<file path="src/rtl/pjm_pkg.sv">
// Package: shared types and constants for the period jitter monitor table.
package pjm_pkg;

  localparam logic [1:0] ModeInit   = 2'd0;
  localparam logic [1:0] ModeCheck  = 2'd1;
  localparam logic [1:0] ModeReport = 2'd2;
  localparam logic [1:0] ModeNone   = 2'd3;

  localparam int unsigned MinExpected = 200;
  localparam int unsigned RangeDiv    = 20;
  localparam int unsigned PercentDiv  = 100;

  typedef struct packed {
    logic [1:0]  mode;
    logic [3:0]  index;
    logic [31:0] timestamp;
    logic [31:0] expected_period;
    logic [4:0]  tolerance_percent;
  } pjm_in_t;

  typedef struct packed {
    logic        accepted;
    logic        in_window;
    logic [31:0] call_count;
    logic [31:0] violation_count;
    logic [31:0] pass_count;
    logic [31:0] min_period;
    logic [31:0] max_period;
    logic [31:0] mean_period;
  } pjm_out_t;

endpackage

</file>
<file path="src/rtl/pjm_front.sv">
// Front end: accepts items, classifies them and pushes commands into a queue.
module pjm_front #(
  parameter int unsigned Entries = 16,
  parameter int unsigned QDepth  = 2
) (
  input  logic            clk_i,
  input  logic            rst_ni,
  input  logic            start_i,
  input  pjm_pkg::pjm_in_t item_i,
  output logic            busy_o,
  output logic            q_valid_o,
  output pjm_pkg::pjm_in_t q_item_o,
  output logic            q_skip_o,
  input  logic            q_pop_i
);
  import pjm_pkg::*;

  localparam int unsigned PtrW = (QDepth > 1) ? $clog2(QDepth) : 1;

  pjm_in_t          mem_q [QDepth];
  logic [QDepth-1:0] skip_q;
  logic [PtrW-1:0]  wr_q, rd_q;
  logic [PtrW:0]    cnt_q;
  logic             push, skip;

  assign busy_o = (cnt_q == (PtrW+1)'(QDepth));
  assign push   = start_i && !busy_o;
  assign skip   = (item_i.mode == ModeNone) || ({28'd0, item_i.index} >= 32'(Entries));

  assign q_valid_o = (cnt_q != '0);
  assign q_item_o  = mem_q[rd_q];
  assign q_skip_o  = skip_q[rd_q];

  always_ff @(posedge clk_i) begin
    if (push) begin
      mem_q[wr_q] <= item_i;
    end
  end

  always_ff @(posedge clk_i or negedge rst_ni) begin
    if (!rst_ni) begin
      wr_q   <= '0;
      rd_q   <= '0;
      cnt_q  <= '0;
      skip_q <= '0;
    end else begin
      if (push) begin
        skip_q[wr_q] <= skip;
        wr_q <= (wr_q == PtrW'(QDepth - 1)) ? '0 : wr_q + 1'b1;
      end
      if (q_pop_i) begin
        rd_q <= (rd_q == PtrW'(QDepth - 1)) ? '0 : rd_q + 1'b1;
      end
      cnt_q <= cnt_q + (PtrW+1)'(push) - (PtrW+1)'(q_pop_i);
    end
  end

endmodule

</file>
<file path="config.mk">
export PLATFORM = sky130hd
export DESIGN_NAME = pjm_front
export DESIGN_NICKNAME = d
export VERILOG_FILES = /design/src/rtl/pjm_pkg.sv /design/src/rtl/pjm_front.sv
export SDC_FILE = /design/constraint.sdc
export NUM_CORES = 1
export LEC_CHECK = 0
export ABC_AREA = 1
export ABC_CLOCK_PERIOD_IN_PS = 4600
export BUFFER_PORTS_ARGS = -buffer_cell sky130_fd_sc_hd__buf_2
export CAP_MARGIN = 20
export CORE_MARGIN = 1.5
export CORE_UTILIZATION = 25
export DETAILED_ROUTE_END_ITERATION = 8
export HOLD_SLACK_MARGIN = 0.1
export PLACE_DENSITY = 0.41
export SYNTH_ARGS = -nofsm -noshare
export SYNTH_HDL_FRONTEND = slang
export SYNTH_SLANG_ARGS = --single-unit
</file>
<file path="constraint.sdc">
create_clock -name clk_i -period 4.6 [get_ports clk_i]
set_clock_uncertainty 0.15 [all_clocks]
set_input_delay 0.92 -clock clk_i [delete_from_list [all_inputs] [get_ports clk_i]]
set_output_delay 0.92 -clock clk_i [all_outputs]
set_load 0.1 [all_outputs]
</file>
# Yosys cells after proc, flatten, opt, wreduce, memory -nomap -nowiden
# Memories as Yosys holds them, arrays and structs flattened.
# Cells that the tools add are included.
[classes] n_reduce_logical=4 n_eq_ne=2 addsub=4 mux=9 n_lt_le_gt_ge=3
[ops] cell="$mux 1" n=7
[ops] cell="$eq 2x2->1 const B" n=2
[ops] cell="$lt 1x2->1 const B" n=2
[ops] cell="$add 1x1->1 const B" n=2
[ops] cell="$add 2x1->2" n=1
[ops] cell="$bwmux 2" n=1
[ops] cell="$logic_and 1x1->1" n=2
[ops] cell="$reduce_bool 2->1" n=1
[ops] cell="$sub 2x1->2" n=1
[ops] cell="$demux 1 s1" n=1
[ops] cell="$ge 1x1->1 const B" n=1
[ops] cell="$logic_not 1->1" n=1
[word_totals] regBits=6 inputBits=79 wordCells=27 mem_count=1 mem_bits_rw=150
[memory_table] name="mem_q" depth=2 word_bits=75 read_ports=1 rd_clocked_by_memory_dff=0 write_ports=1 line_no="pjm_front.sv:20" text="pjm_in_t mem_q [QDepth];"

# Longest topological paths before layout
[depth] ltp_word=5 ltp_mapped=9 ltp_nobuf=9

# Worst setup path before layout
# Ideal clock, no wire load.
[synth_timing] path_kind="input to register" start="input port start_i" end="memory mem_q[0][0] (netlist name) (enable)" setup_slack_ps=1525 n_path_buf=0 stages=2 arrival_time_ps=2497 t_required_ps=4021 cell_sequence="nand3_1 inv_1"
[synth_via] elab_chain_len=3
[synth_rtl] element="start: declaration" line_no="pjm_front.sv:8" text="input logic start_i,"
[synth_rtl] element="$logic_and 1x1->1" line_no="pjm_front.sv:27" text="assign push = start_i && !busy_o;"
[synth_rtl] element="$mux 1" line_no="pjm_front.sv:35" text="if (push) begin"
[synth_rtl] element="$mux 1 (not written as such)" line_no="pjm_front.sv:36" text="mem_q[wr_q] <= item_i;"
[synth_rtl] element="end: declaration" line_no="pjm_front.sv:20"
# No other way between the ends.

==> flow_summary.toml <==
[status]
status = "finished, final reports clean"

[worst_setup_path]
cp_data_required_time_ns = 3.53
max_stage_delay_ns = 0.82
crit_type = "flop to output pin"
end_kind = "output pin"
path_max_fanout = 39
path_cells = "buf_12 > mux2_2 > buf_2"
start_kind = "flop"
cpMaxStageDelayCell = "dfrtp_4"
cp.arrival_ns = 2.30

[synthesis]
synth.top_cells.by_area = "edfxtp_1 77%, mux2_2 8.8%, mux2_4 7.7%, dfrtp_1 2.6%, buf_8 0.77%"
synth_edf_count = 150
synth_area_um2 = 5870
syn-mean-instance-area_um2 = 21.6
yosysTopAreaCellShare = 0.768
ys.flop_type = "edfxtp_1"
yosysWarnings = 0
synthesis.instances = 271
synth_cell_types = 15
ys_ff_latch = 156
async_flop_share = 0.0385
ys_seq_area_frac = 0.794
synth_largest_area_cell = "edfxtp_1"
synth_nets = 352

[grt]
grt-ovfl-total = 0
grt_max_degree = 44
antenna_found_initial = 1
track_usage = 0.0974
grt_pass1_wl_um = 17400
grt_pass1_vias = 3279

[clock_tree]
clkTransAtPathRegs_ns = 0.06
clockBufferDepth = 2
cts_tree = "built"
cts_resized = 0
cts_buffers = 17
clkLatencyLatePin_ns = 0.41
cts.sinks = 156
cts_hold_buf = 0
cts_max_level = 4
cts_root_buf = "clkbuf_16"
postCtsSetupRepairBufs = 0

[die]
row_count = 55
fp.coreArea_um2 = 22800
start_util = 0.257
die_area_um2 = 24400
io_pins = 157
die_h_um = 156
fp.dieW_um = 156

[routing]
via_per_inst = 3.92
drt_iter0_drc = 76
drcViolationCount = 0
wirelength_um = 11500
wire_per_inst_um = 14.9
ant_nets = 0
drtPass1Iterations = 4
route.vias.total = 3010

[job]
maxCapViolations = 0

[finish]
drive_gt1_frac = 0.591
area_growth_pct = 30.0
diodes = 0
num-nets-final = 523

[placement]
hpwl_um = 7340
io_buffers = 156
place.gp.congestion = 0.689

[sta]
worst_pin_slew_ns = 0.621
setup_violations = 0
hold_violations = 0
rsz0062_at_grt = "no"
finalSetupTns_ns = 0
finalCriticalPeriod_ns = 3.37
fin_crit_sh = 0.732
max_freq_ghz = 0.297
slew_viol_final = 0
slew_headroom = 0.586

[hold_path]
min_path_type = "primary input to async pin"
[synth_stat cells, types with 3 or more instances]
cell type    n
buf_2        4
mux2_2      46
nand2_1     12
dfrtp_1      6
inv_1        8
edfxtp_1   150
buf_8        3
mux2_4      30
[critical path: cells and delay by family, from the launching register on]
family	cells	cell delay (ns)
DFF	1	0.82
buffers and inverters	2	0.65
muxes	1	0.38
[cell type report]
class	count	area, µm²
Inverter	8	32.5
Clock inverter	14	176
Timing Repair Buffer	161	843
Tap cell	313	392
Clock buffer	18	429
Fill cell	2293	15200
Sequential cell	156	4660
Multi-Input combinational cell	98	1090
[flip-flops by register name (all words and copies together) (netlist names)]
signal	flops
cnt_q	2
mem_q	150
rd_q	1
skip_q	2
wr_q	1
[path summary, 6_finish.rpt]
path	startpoint	to	slack (ns)	depth (start not counted)
min in group clk_i	skip_q[1]$_DFFE_PN0P_	skip_q[1]$_DFFE_PN0P_	0.35	2
max in group asynchronous	rst_ni	rd_q$_DFFE_PN0P_	3.96	1
hold / removal	rst_ni	wr_q$_DFFE_PN0P_	0.17	1
setup / recovery	rd_q$_DFFE_PN0P_	q_item_o[49]	1.23	3
hold reg to reg	skip_q[1]$_DFFE_PN0P_	skip_q[1]$_DFFE_PN0P_	0.35	2
setup reg to reg	cnt_q[1]$_DFF_PN0_	mem_q[0][19]$_DFFE_PP_	2.49	4
[placed cells by master (no fill, tap or decap), types with 2 or more instances in the layout]
cell type	Yosys	final
nand4_1	2	2
inv_1	8	6
mux2_4	30	30
clkbuf_16	0	17
buf_12	0	2
clkinv_4	0	2
bufinv_16	0	4
mux2_2	46	46
clkinv_1	0	3
xor2_1	2	2
nand2_1	12	12
buf_4	0	3
edfxtp_1	150	150
buf_2	4	156
ha_1	2	2
clkinv_2	0	6
dfrtp_1	6	5
nand3_1	2	2
[metal layers]
metal | part of all wire | up-vias | track usage
met1 | 0.41 | 1493 | 0.103
met3 | 0.081 | 18 | 0.0458
met5 | 0.0011 | - | 0
met4 | 0.021 | 2 | 0.0472
met2 | 0.49 | 101 | 0.163
li1 | - | 1396 | -
[logic make-up after synthesis]
kind of cell | synth area share
buffers and inverters | 0.0201
multiplexers | 0.165
flip-flops | 0.794
XOR/XNOR | 0.00448
AND/OR/NAND/NOR | 0.0126
adder cells (fa/ha/maj) | 0.00427
[metrics by stage]
step	area, µm²	util	instances	setup slack, ns	hold slack (ns)
final	7620	0.334	768	1.23	0.173
after global placement	7000	0.306	735	1.47	0.311
after CTS	7620	0.334	768	1.13	0.150
after detailed placement	7020	0.307	736	1.59	0.333
after global routing	7620	0.334	768	1.11	0.152
after floorplan	5870	-	271	1.52	0.294
Power is not shown: default switching activity piles up to over one toggle a cycle in this logic, so the estimate is an artifact.
